`src/design/assert_macros.svh`:
```
// assertion helpers used by the checked module mi4_ctrl
`ifndef ASSERT_MACROS_SVH
`define ASSERT_MACROS_SVH

// property checked on every clock edge outside reset
`define MI4_ASSERT(label, prop, msg) \
  label: assert property (@(posedge clk) disable iff (!rst_n) (prop)) else $error(msg);

// condition in one cycle implies a condition in the next
`define MI4_ASSERT_NEXT(label, cond, expct, msg) \
  label: assert property (@(posedge clk) disable iff (!rst_n) (cond) |=> (expct)) else $error(msg);

`endif

```
`src/design/mi4_pkg.sv`:
```
`timescale 1ns / 1ps
// ----------------------------------------------------------------------------
// mi4_pkg
// shared constants, command types and index helpers for the 4x4 inverter
// ----------------------------------------------------------------------------
package mi4_pkg;

  localparam int FRAC_BITS   = 16;
  localparam int ELEM_W      = 32;
  localparam int IDX_W       = 4;
  localparam int N_ELEM      = 16;
  localparam int COF_W       = 97;
  localparam int NUM_W       = 96 + 2 * FRAC_BITS;
  localparam int WIDE_W      = 160;
  localparam int LIMB_W      = 32;
  localparam int N_LIMBS     = WIDE_W / LIMB_W;
  localparam int LIMB_IDX_W  = $clog2(N_LIMBS);
  localparam int BIT_CNT_W   = $clog2(NUM_W);
  localparam int TERM_W      = 3;
  localparam int FACT_W      = 2;
  localparam int PP_W        = LIMB_W + ELEM_W + 1;
  localparam int IN_DATA_W   = 40;
  localparam int OUT_DATA_W  = 40;

  typedef enum logic [3:0] {
    OP_IDLE,
    OP_ACC_CLR,
    OP_LOAD_ELEM,
    OP_LOAD_COF,
    OP_MUL_START,
    OP_MUL_STEP,
    OP_ACC_ADD,
    OP_COF_STORE,
    OP_DET_SAVE,
    OP_DIV_LOAD,
    OP_DIV_STEP,
    OP_RES_SAVE,
    OP_RES_ZERO
  } op_t;

  typedef enum logic [4:0] {
    S_IDLE,
    S_COF_INIT,
    S_COF_LOAD,
    S_COF_MSTART,
    S_COF_MSTEP,
    S_COF_ACC,
    S_COF_STORE,
    S_DET_INIT,
    S_DET_LOAD,
    S_DET_MSTART,
    S_DET_MSTEP,
    S_DET_ACC,
    S_DET_SAVE,
    S_DIV_LOAD,
    S_DIV_STEP,
    S_RES_SAVE,
    S_RES_ZERO,
    S_OUT
  } state_t;

  typedef struct packed {
    op_t                   op;
    logic                  wr_en;
    logic [IDX_W-1:0]      elem_addr;
    logic [IDX_W-1:0]      cof_addr;
    logic [LIMB_IDX_W-1:0] limb;
    logic                  neg;
    logic [IDX_W-1:0]      res_index;
  } cmd_t;

  typedef struct packed {
    logic det_zero;
  } status_t;

  // column of the 3x3 minor used by factor f of permutation term t
  function automatic logic [1:0] perm_col(input logic [TERM_W-1:0] t,
                                          input logic [FACT_W-1:0] f);
    logic [5:0] p;
    unique case (t)
      3'd0:    p = {2'd2, 2'd1, 2'd0};
      3'd1:    p = {2'd0, 2'd2, 2'd1};
      3'd2:    p = {2'd1, 2'd0, 2'd2};
      3'd3:    p = {2'd1, 2'd2, 2'd0};
      3'd4:    p = {2'd0, 2'd1, 2'd2};
      3'd5:    p = {2'd2, 2'd0, 2'd1};
      default: p = {2'd2, 2'd1, 2'd0};
    endcase
    unique case (f)
      2'd0:    return p[1:0];
      2'd1:    return p[3:2];
      default: return p[5:4];
    endcase
  endfunction

  // flat matrix address of factor f of term t of the cofactor at index k
  function automatic logic [IDX_W-1:0] elem_addr(input logic [IDX_W-1:0] k,
                                                 input logic [TERM_W-1:0] t,
                                                 input logic [FACT_W-1:0] f);
    logic [1:0] r, c, p, rr, cc;
    r  = k[3:2];
    c  = k[1:0];
    p  = perm_col(t, f);
    rr = (f < r) ? f : 2'(f + 2'd1);
    cc = (p < c) ? p : 2'(p + 2'd1);
    return {rr, cc};
  endfunction

  // odd permutation xor checkerboard sign of the cofactor
  function automatic logic term_neg(input logic [IDX_W-1:0] k,
                                    input logic [TERM_W-1:0] t);
    return (t >= 3'd3) ^ k[2] ^ k[0];
  endfunction

endpackage

```
`src/design/mi4_ctrl.sv`:
```
`timescale 1ns / 1ps
// ----------------------------------------------------------------------------
// mi4_ctrl
// sequencer for cofactors, determinant, division and result hand-off
// ----------------------------------------------------------------------------
`include "assert_macros.svh"
module mi4_ctrl (
  input  logic              clk,
  input  logic              rst_n,
  input  logic              in_tvalid,
  output logic              in_tready,
  input  logic              go,
  output logic              out_tvalid,
  input  logic              out_tready,
  output mi4_pkg::cmd_t     cmd,
  input  mi4_pkg::status_t  status
);
  import mi4_pkg::*;

  state_t                state_r, state_nxt;
  logic [IDX_W-1:0]      k_r, k_nxt;
  logic [TERM_W-1:0]     t_r, t_nxt;
  logic [FACT_W-1:0]     f_r, f_nxt;
  logic [LIMB_IDX_W-1:0] limb_r, limb_nxt;
  logic [BIT_CNT_W-1:0]  bit_r, bit_nxt;
  logic                  sing_r, sing_nxt;
  logic                  last_limb;

  assign last_limb = (limb_r == LIMB_IDX_W'(N_LIMBS-1));

  always_ff @(posedge clk) begin
    if (!rst_n) begin
      state_r <= S_IDLE;
      k_r     <= '0;
      t_r     <= '0;
      f_r     <= '0;
      limb_r  <= '0;
      bit_r   <= '0;
      sing_r  <= 1'b0;
    end else begin
      state_r <= state_nxt;
      k_r     <= k_nxt;
      t_r     <= t_nxt;
      f_r     <= f_nxt;
      limb_r  <= limb_nxt;
      bit_r   <= bit_nxt;
      sing_r  <= sing_nxt;
    end
  end

  // next state and counters
  always_comb begin
    state_nxt = state_r;
    k_nxt     = k_r;
    t_nxt     = t_r;
    f_nxt     = f_r;
    limb_nxt  = limb_r;
    bit_nxt   = bit_r;
    sing_nxt  = sing_r;
    unique case (state_r)
      S_IDLE: begin
        if (in_tvalid && go) begin
          state_nxt = S_COF_INIT;
          k_nxt     = '0;
        end
      end
      S_COF_INIT: begin
        t_nxt     = '0;
        state_nxt = S_COF_LOAD;
      end
      S_COF_LOAD: begin
        f_nxt     = 2'd1;
        state_nxt = S_COF_MSTART;
      end
      S_COF_MSTART: begin
        limb_nxt  = '0;
        state_nxt = S_COF_MSTEP;
      end
      S_COF_MSTEP: begin
        limb_nxt = LIMB_IDX_W'(limb_r + 1'b1);
        if (last_limb) begin
          if (f_r == 2'd2) begin
            state_nxt = S_COF_ACC;
          end else begin
            f_nxt     = 2'(f_r + 2'd1);
            state_nxt = S_COF_MSTART;
          end
        end
      end
      S_COF_ACC: begin
        if (t_r == 3'd5) begin
          state_nxt = S_COF_STORE;
        end else begin
          t_nxt     = 3'(t_r + 3'd1);
          state_nxt = S_COF_LOAD;
        end
      end
      S_COF_STORE: begin
        k_nxt = 4'(k_r + 4'd1);
        if (k_r == IDX_W'(N_ELEM-1)) state_nxt = S_DET_INIT;
        else                         state_nxt = S_COF_INIT;
      end
      S_DET_INIT: begin
        k_nxt     = '0;
        state_nxt = S_DET_LOAD;
      end
      S_DET_LOAD:   state_nxt = S_DET_MSTART;
      S_DET_MSTART: begin
        limb_nxt  = '0;
        state_nxt = S_DET_MSTEP;
      end
      S_DET_MSTEP: begin
        limb_nxt = LIMB_IDX_W'(limb_r + 1'b1);
        if (last_limb) state_nxt = S_DET_ACC;
      end
      S_DET_ACC: begin
        if (k_r == 4'd3) begin
          state_nxt = S_DET_SAVE;
        end else begin
          k_nxt     = 4'(k_r + 4'd1);
          state_nxt = S_DET_LOAD;
        end
      end
      S_DET_SAVE: begin
        k_nxt     = '0;
        sing_nxt  = status.det_zero;
        state_nxt = status.det_zero ? S_RES_ZERO : S_DIV_LOAD;
      end
      S_DIV_LOAD: begin
        bit_nxt   = '0;
        state_nxt = S_DIV_STEP;
      end
      S_DIV_STEP: begin
        bit_nxt = BIT_CNT_W'(bit_r + 1'b1);
        if (bit_r == BIT_CNT_W'(NUM_W-1)) state_nxt = S_RES_SAVE;
      end
      S_RES_SAVE: state_nxt = S_OUT;
      S_RES_ZERO: state_nxt = S_OUT;
      S_OUT: begin
        if (out_tready) begin
          k_nxt = 4'(k_r + 4'd1);
          if (k_r == IDX_W'(N_ELEM-1)) state_nxt = S_IDLE;
          else if (sing_r)             state_nxt = S_RES_ZERO;
          else                         state_nxt = S_DIV_LOAD;
        end
      end
      default: state_nxt = S_IDLE;
    endcase
  end

  // commands and handshakes
  always_comb begin
    cmd           = '0;
    cmd.op        = OP_IDLE;
    cmd.limb      = limb_r;
    cmd.res_index = k_r;
    in_tready     = (state_r == S_IDLE);
    out_tvalid    = (state_r == S_OUT);
    cmd.wr_en     = in_tvalid && (state_r == S_IDLE);
    unique case (state_r)
      S_COF_INIT, S_DET_INIT: cmd.op = OP_ACC_CLR;
      S_COF_LOAD: begin
        cmd.op        = OP_LOAD_ELEM;
        cmd.elem_addr = elem_addr(k_r, t_r, 2'd0);
      end
      S_COF_MSTART, S_DET_MSTART: cmd.op = OP_MUL_START;
      S_COF_MSTEP: begin
        cmd.op        = OP_MUL_STEP;
        cmd.elem_addr = elem_addr(k_r, t_r, f_r);
      end
      S_COF_ACC: begin
        cmd.op  = OP_ACC_ADD;
        cmd.neg = term_neg(k_r, t_r);
      end
      S_COF_STORE: begin
        cmd.op       = OP_COF_STORE;
        cmd.cof_addr = k_r;
      end
      S_DET_LOAD: begin
        cmd.op       = OP_LOAD_COF;
        cmd.cof_addr = k_r;
      end
      S_DET_MSTEP: begin
        cmd.op        = OP_MUL_STEP;
        cmd.elem_addr = k_r;
      end
      S_DET_ACC:  cmd.op = OP_ACC_ADD;
      S_DET_SAVE: cmd.op = OP_DET_SAVE;
      S_DIV_LOAD: begin
        cmd.op       = OP_DIV_LOAD;
        cmd.cof_addr = {k_r[1:0], k_r[3:2]};
      end
      S_DIV_STEP: cmd.op = OP_DIV_STEP;
      S_RES_SAVE: cmd.op = OP_RES_SAVE;
      S_RES_ZERO: cmd.op = OP_RES_ZERO;
      default:    cmd.op = OP_IDLE;
    endcase
  end

  `MI4_ASSERT(a_no_load_while_busy, !(in_tready && out_tvalid), "input open during output")
  `MI4_ASSERT_NEXT(a_out_hold, (state_r == S_OUT) && !out_tready, state_r == S_OUT, "result dropped")
  `MI4_ASSERT_NEXT(a_cof_to_det, (state_r == S_COF_STORE) && (k_r == 4'd15), state_r == S_DET_INIT, "determinant phase skipped")
  `MI4_ASSERT_NEXT(a_go_starts, in_tvalid && in_tready && go, state_r == S_COF_INIT, "go not taken")

endmodule
```
`config.mk`:
```
export PLATFORM = sky130hd
export DESIGN_NAME = mi4_ctrl
export DESIGN_NICKNAME = d
export VERILOG_FILES = /design/src/design/mi4_pkg.sv /design/src/design/mi4_ctrl.sv
export VERILOG_INCLUDE_DIRS = /design/src /design/src/design
export SDC_FILE = /design/constraint.sdc
export NUM_CORES = 1
export LEC_CHECK = 0
export BUFFER_PORTS_ARGS = -buffer_cell sky130_fd_sc_hd__buf_2
export CELL_PAD_IN_SITES_DETAIL_PLACEMENT = 0
export CELL_PAD_IN_SITES_GLOBAL_PLACEMENT = 1
export CORE_ASPECT_RATIO = 1.1
export CORE_MARGIN = 4
export CORE_UTILIZATION = 30
export CTS_CLUSTER_DIAMETER = 60
export DETAILED_ROUTE_END_ITERATION = 16
export GPL_ROUTABILITY_DRIVEN = 0
export MAX_ROUTING_LAYER = met4
export PLACE_DENSITY_LB_ADDON = 0.1
export SYNTH_ARGS = -nofsm -noshare
export SYNTH_HDL_FRONTEND = slang
export SYNTH_SLANG_ARGS = --single-unit
```
`constraint.sdc`:
```
create_clock -name clk -period 4.95 [get_ports clk]
set_input_delay 0.495 -clock clk [delete_from_list [all_inputs] [get_ports clk]]
set_output_delay 0.495 -clock clk [all_outputs]
set_load 0.03 [all_outputs]
```
Word level (Yosys, flattened, before mapping). Index checks and enable logic that the tools add are counted.

$add $sub $neg: 7. Multipliers: 0. Div/mod/pow operators: 0. Magnitude comparators: 5. Equality and inequality tests: 36. Shift-type cells: 0. Multiplexer cells: 36. Bitwise operators: 2. Reduce and logical (&&, ||, !) cells: 20.

Operator list (count): case mux 5 bit (17 select lines) (1); case mux 4 bit (12 select lines) (1); == test 5 x 4 -> 1 bit (second input constant) (8); two-way mux 5 bit (8); case mux 6 bit (5 select lines) (1); == test 5 x 3 -> 1 bit (second input constant) (4); case mux 4 bit (5 select lines) (1); two-way mux 3 bit (5); two-way mux 2 bit (7); case mux 7 bit (2 select lines) (1); OR reduction 2 bit (7); two-way mux 4 bit (3); != test 2 bit (second input constant) (6); case mux 3 bit (2 select lines) (2); case mux 4 bit (3 select lines) (1); == test 5 x 2 -> 1 bit (second input constant) (2); == test 5 bit (second input constant) (2); == test 3 bit (second input constant) (3); case mux 2 bit (2 select lines) (2); case mux 4 bit (2 select lines) (1); nonzero test 2 bit (4); adder 7 x 1 -> 7 bit (second input constant) (1); == test 7 bit (second input constant) (1); adder 2 x 1 -> 2 bit (second input constant) (3); 23 further kinds (31).

Bits in registers: 25. Latch bits: 0. Memory bits (writable): 0. Memory bits (read-only): 0. Bits of input ports: 6. Output and inout bits: 23. Memories: 0.

Depth between registers and ports, before layout. Gate-level depths: netlist of run 1.

Depth in word-level cells: 7. Gate-level depth with buffers: 11. Gate-level depth less buffers: 11.

Worst setup path before layout of run 1. No wires, ideal clock.

Path kind: flip-flop to output port. From: reg t_r[0]. To: out cmd[13] (netlist bit). Arrival time: 2.403 ns. Required time: 4.455 ns. Path slack: 2.052 ns. Stages on the path, launching flop included: 12. Path buffers: 0. Path through: dfxtp_1 > inv_1 > ha_1 > mux2i_1 > inv_1 > a32oi_1 > nand3_1 > ha_1 > nor2_1 > a31oi_1 > xnor2_1 > o221ai_1.

RTL lines: start, declared (RTL line mi4_ctrl.sv:22) `logic [TERM_W-1:0] t_r, t_nxt;`; start signal, assigned (RTL line mi4_ctrl.sv:43) `t_r <= t_nxt;`; end, declared (RTL line mi4_ctrl.sv:15) `output mi4_pkg::cmd_t cmd,`.

==> impl_metrics.toml, run 1 <==
[worst_setup_path]
crit_chain = "inv_1 -> ha_1 -> mux2i_1 -> inv_1 -> a32oi_1 -> nand3_1 -> ha_1 -> nor2_1 -> a31oi_1 -> xnor2_1 -> o221ai_1 -> buf_2"
crit_family = "adder cells"
crit_path_end_kind = "output pin"
ff2ff_setup_slack_ps = 2630
arrival_ps = 2820
cp_max_fo = 8
cp_num_buf_inv = 3
cp_slowest_stage_delay_ps = 480
crit_type = "reg -> out"
cp.required_ps = 4450
critPathSlowestCell = "dfxtp_1"
start_kind = "flop"

[flow_run]
drv_cap = 0

[route]
first_iter_violations = 145
ant_nets = 0
drt-total-wl_um = 6747
routedWlPerCell_um = 15.84
via_per_inst = 5.345
drc = 0
first_pass_iters = 4
vias = 2277

[die]
die-height_um = 99.98
start_util = 0.3087
die_w_um = 91.62
rows = 33
core_mm2 = 0.007473
ios = 29
die_area_mm2 = 0.009159

[finish]
syn_to_final_growth_pct = 10.14
nNetsFinal = 344
layout.cells.non_filler = 426
fin_util = 0.3400
n_antenna_cell = 0
layout-drive-gt1-share = 0.1558

[power]
ir_drop_mv = 0.08819
p_int_uw = 288.3
pwr-share-clk = 0.312
leakage_uw = 0.001011
swShare = 0.3056
seq_power_share = 0.509
power_switching_uw = 126.9
pwr-share-comb = 0.179
power_density_mw_per_mm2 = 163.4

[synth]
ys.flop_type = "dfxtp_1"
yosys.area.top_type = "dfxtp_1"
synth_cell_types = 63
yosysWarnings = 0
avgSynthCellArea_um2 = 7.540
yosysMostFrequentCell = "nand2_1"
synth-edff-count = 0
synth_area_leaders = "dfxtp_1 (22%), ha_1 (8.7%), a21oi_1 (5.0%)"
yosys-top-cells-count = "nand2_1 (29), dfxtp_1 (25), nor2_1 (25), a21oi_1 (23), nand3_1 (18)"
synth_seq_area_share = 0.2169
synthCells = 306
ys_ff_latch = 25
synth_area_mm2 = 0.002307
async_reset_ff_frac = 0
synth_nets = 328
yosys.area.top_type_share = 0.2169

[cts]
cts_buffers = 3
postCtsSetupRepairBufs = 0
cts_max_level = 1
worstSkewPairLatency_ps = 280
cts_num_sinks = 25
cts_resized = 0
cts_tree = "built"
root_buffer = "clkbuf_8"
cts_buffer_depth = 2
ctsHoldBuffers = 0
clk_pin_slew_ps = 100

[placement]
hpwl_um = 5060
numPortBuffers = 28
dp.cells = 422

[global_route]
grt_max_degree = 25
gr-usage-all-layers = 0.1539
grt_overflow = 0
grt_pass1_wl_um = 10980
first_global_vias = 2111
antenna_found_initial = 0

[timing]
period_share = 0.6703
tns_ps = 0
rsz0062_at_grt = "no"
slew_headroom = 0.4485
hold_violations = 0
clock_skew_ps = 6.731
worst_pin_slew_ps = 826.1
finalMaxSlewViolations = 0
setup_viol = 0
fmaxAchievable_mhz = 301.4
min_period_ps = 3318

[hold_path]
holdCritPathClass = "reg -> reg"

[outcome]
run_status = "completed"
[final timing paths]
kind / startpoint / endpoint / cells after the start
min reg2reg: bit_r[6]$_SDFFE_PN0P_ / bit_r[6]$_SDFFE_PN0P_ / 1
min: bit_r[6]$_SDFFE_PN0P_ / bit_r[6]$_SDFFE_PN0P_ / 1
max reg2reg: state_r[4]$_SDFFE_PN0P_ / k_r[2]$_SDFFE_PN0P_ / 5
max: t_r[0]$_SDFFE_PN0P_ / cmd[13] / 12
[per-stage QoR]
stage	area (um2)	power, uW	setup WS (ps)	hold slack (ps)
2_1_floorplan	2307	271.7	2052	439.8
3_3_place_gp	2495	291.0	2068	461.5
3_5_place_dp	2495	290.2	1970	467.3
4_1_cts	2541	419.6	1628	483.8
5_1_grt	2541	435.0	1343	500.6
6_report	2541	415.1	1632	476.1
[kinds of logic (layout without fill, tap and decap cells)]
group,after synthesis,count (layout),share of synthesized area
AND/OR/NAND/NOR,127,127,0.3162
AO/OA/AOI/OAI,89,89,0.2636
buffers and inverters,38,53,0.07212
flip-flops,25,25,0.2169
adder cells (fa/ha/maj),16,16,0.08677
XOR/XNOR,6,6,0.02278
multiplexers,5,5,0.02169
[layout make-up]
cell class	instances	area [um2]
clock inverters	1	5.005
well taps	105	131.4
repair buffers	29	147.6
multi-input cells	243	1640
fillers	828	4932
flip-flops and latches	25	500.5
inverters	20	75.07
clock buffers	3	41.29
[cell usage in the layout, fill, tap and decap left out, types with 3 or more instances in the layout]
cell / netlist / layout
nand4_1: 3 / 3
a21o_1: 3 / 3
nor2_1: 25 / 25
and3b_1: 3 / 3
and3_1: 3 / 3
a22o_1: 4 / 4
o21ai_0: 13 / 13
ha_1: 16 / 16
and2_1: 3 / 3
xnor2_1: 6 / 6
a31oi_1: 4 / 4
a21oi_1: 23 / 23
buf_2: 7 / 28
inv_1: 17 / 17
nor3b_2: 3 / 3
mux2i_1: 5 / 5
a22oi_1: 3 / 3
nand2_1: 29 / 29
clkbuf_8: 0 / 3
nor3_2: 3 / 3
o211ai_1: 5 / 5
nor2b_1: 10 / 10
a211oi_1: 7 / 7
nand2b_1: 5 / 5
nor3_1: 8 / 8
nand3_1: 18 / 18
dfxtp_1: 25 / 25
[power groups by stage]
stage / Clock [uW] / Sequential, uW / Combinational [uW]
floorplan: 0 / 209 / 62.4
global placement: 0 / 216 / 74.6
detailed placement: 0 / 216 / 74.2
CTS: 134 / 211 / 74.5
global route: 143 / 213 / 79.9
finish: 130 / 211 / 74.2
[routing by layer]
metal,up-vias,global-route usage,wire length [um]
li1,1143,-,-
met4,0,0.04060,63
met5,-,-,0
met1,1073,0.2056,3202
met3,4,0.01874,374
met2,57,0.2468,3107
[registers in the layout, indices dropped and copies added (netlist names)]
signal   count
bit_r        7
state_r      5
k_r          4
limb_r       3
t_r          3
f_r          2
sing_r       1
(Power assumes the default switching activity.)
==> inputs of run 2 (changes only) <==
clock period = 3.06 ns   (was 4.95 ns; I/O delays follow)
==> impl_metrics.toml, run 2 (same netlist as run 1, synthesis figures left out) <==
[outcome]
run_status = "completed"

[finish]
nNetsFinal = 353
register_area_um2 = 509.2
multi_input_area_mm2 = 0.001674
fillers = 809
mostFrequentLayoutCell = "nand2_1"
final_cell_mix = "nand2_1 (29), buf_2 (27), nor2_1 (24), a21oi_1 (23), dfxtp_1 (22)"
fin_util = 0.3556
reg_top3 = "bit_r (7), state_r (5), k_r (4)"
largest_register = "bit_r"
largest_reg_flops = 7
layout-drive-gt1-share = 0.2121
syn_to_final_growth_pct = 15.18
n_antenna_cell = 0

[worst_setup_path]
arrival_ps = 2590
r2r-start = "state_r[1]$_SDFFE_PN0P_"
crit_type = "reg -> out"
cp_slowest_stage_delay_ps = 390
cp.required_ps = 2750
critPathSlowestCell = "dfxtp_4"
cp-startpoint = "t_r[0]$_SDFFE_PN0P_"
crit_chain = "inv_2 -> ha_1 -> mux2i_2 -> inv_1 -> a32oi_2 -> nand3_2 -> ha_4 -> nor2_2 -> a31oi_1 -> xnor2_1 -> o221ai_1 -> buf_4"
start_kind = "flop"
cp_num_buf_inv = 3
crit_family = "compound AO/OA/AOI/OAI gates"
cp_max_fo = 7
crit_path_end_kind = "output pin"

[route]
routedWlPerCell_um = 15.90
ant_nets = 0
first_pass_iters = 4
vias = 2289
drt-total-wl_um = 6917
drc = 0
first_iter_violations = 162
via_per_inst = 5.262

[placement]
numPortBuffers = 28
dp_slack_ps = 265.8
hpwl_um = 5238

[die]
core_mm2 = 0.007473
start_util = 0.3087
die_area_mm2 = 0.009159
die_w_um = 91.62
rows = 33
ios = 29
die-height_um = 99.98

[cts]
cts_max_level = 1
root_buffer = "clkbuf_8"
cts_tree = "built"
ctsHoldBuffers = 0
cts_buffers = 3
worstSkewPairLatency_ps = 290
cts_num_sinks = 25
clk_pin_slew_ps = 110
cts_buffer_depth = 2

[timing]
period_share = 0.9464
clock_skew_ps = 14.25
setup_ws_ps = 164.1
hold_violations = 0
slew_headroom = 0.6035
min_period_ps = 2896
setup_viol = 0
fmaxAchievable_mhz = 345.3
finalMaxSlewViolations = 0
worst_pin_slew_ps = 591.1

[global_route]
grt_pass1_wl_um = 11270
gr-usage-all-layers = 0.1556
antenna_found_initial = 0
grt_overflow = 0
first_global_vias = 2153
grt_max_degree = 19

[power]
pwr-share-clk = 0.325
power_uw = 688.5
power_density_mw_per_mm2 = 259.1
leakage_uw = 0.001070
swShare = 0.3139
seq_power_share = 0.488
ir_drop_mv = 0.1089
pwr-share-comb = 0.187
power_switching_uw = 216.1
p_int_uw = 472.4

[flow_run]
drv_cap = 0

[hold_path]
worstHoldStart = "status"
holdCritPathClass = "in -> reg"
-- run 2: changes by cell type in the layout (fill, tap and decap cells not counted), moves of 2 or more --
| cell | before | now |
|---|---|---|
| buf_4 | 1 | 11 |
| dfxtp_1 | 25 | 22 |
| dfxtp_4 | 0 | 2 |
| ha_1 | 16 | 14 |
| inv_1 | 17 | 15 |
| inv_2 | 1 | 3 |
-- run 2: cell type report --
| class | instances | area share |
|---|---|---|
| multi-input cells | 243 | 0.6299 |
| repair buffers | 38 | 0.08192 |
| well taps | 105 | 0.04944 |
| clock inverters | 1 | 0.003296 |
| clock buffers | 3 | 0.01554 |
| inverters | 20 | 0.02825 |
| flip-flops and latches | 25 | 0.1916 |
-- run 2: through the flow --
step	cell area (um2)	TNS, ps	hold WS (ps)	instances
after floorplan	2307	0	439.8	306
after global routing	2658	-26.55	290.5	435
after CTS	2595	0	267.8	432
after global placement	2540	0	460.3	428
after detailed placement	2540	0	461.8	428
final	2658	0	283.6	435
-- run 2: final timing paths --
kind                                              end  slack (ps)  cells after the start
worst max register to register    k_r[3]$_SDFFE_PN0P_         860                      6
worst min-delay path              sing_r$_SDFFE_PN0P_         280                      3
worst min register to register  bit_r[6]$_SDFFE_PN0P_         470                      1
worst max-delay path                          cmd[13]         160                     12
-- run 2: what timing repair did --
item,in CTS,in global routing
gates resized for setup,2,13
setup endpoints to repair,1,2
setup buffers,0,3
pin swaps,0,5
-- run 2: power by group through the flow --
stage               sequential, uW  combinational (uW)  clock (uW)
floorplan                      339                 101           0
global placement               345                 128           0
detailed placement             345                 127           0
CTS                            338                 127         240
global route                   337                 139         250
finish                         336                 129         224
-- run 2: worst register-to-register path, stage by stage (launching register included) --
cell and delay [ps]:
dfxtp_1 690, buf_4 280, nor3b_2 100, nor3b_4 220, or3_4 410, nand2b_4 170, o32ai_2 250
-- run 2: layer usage --
metal	global-route usage	wire [um]	up-vias
met2	0.2563	3277	41
met3	0.02549	328	2
met1	0.2036	3282	1088
met5	-	0	-
li1	-	-	1158
met4	0.02784	29	0
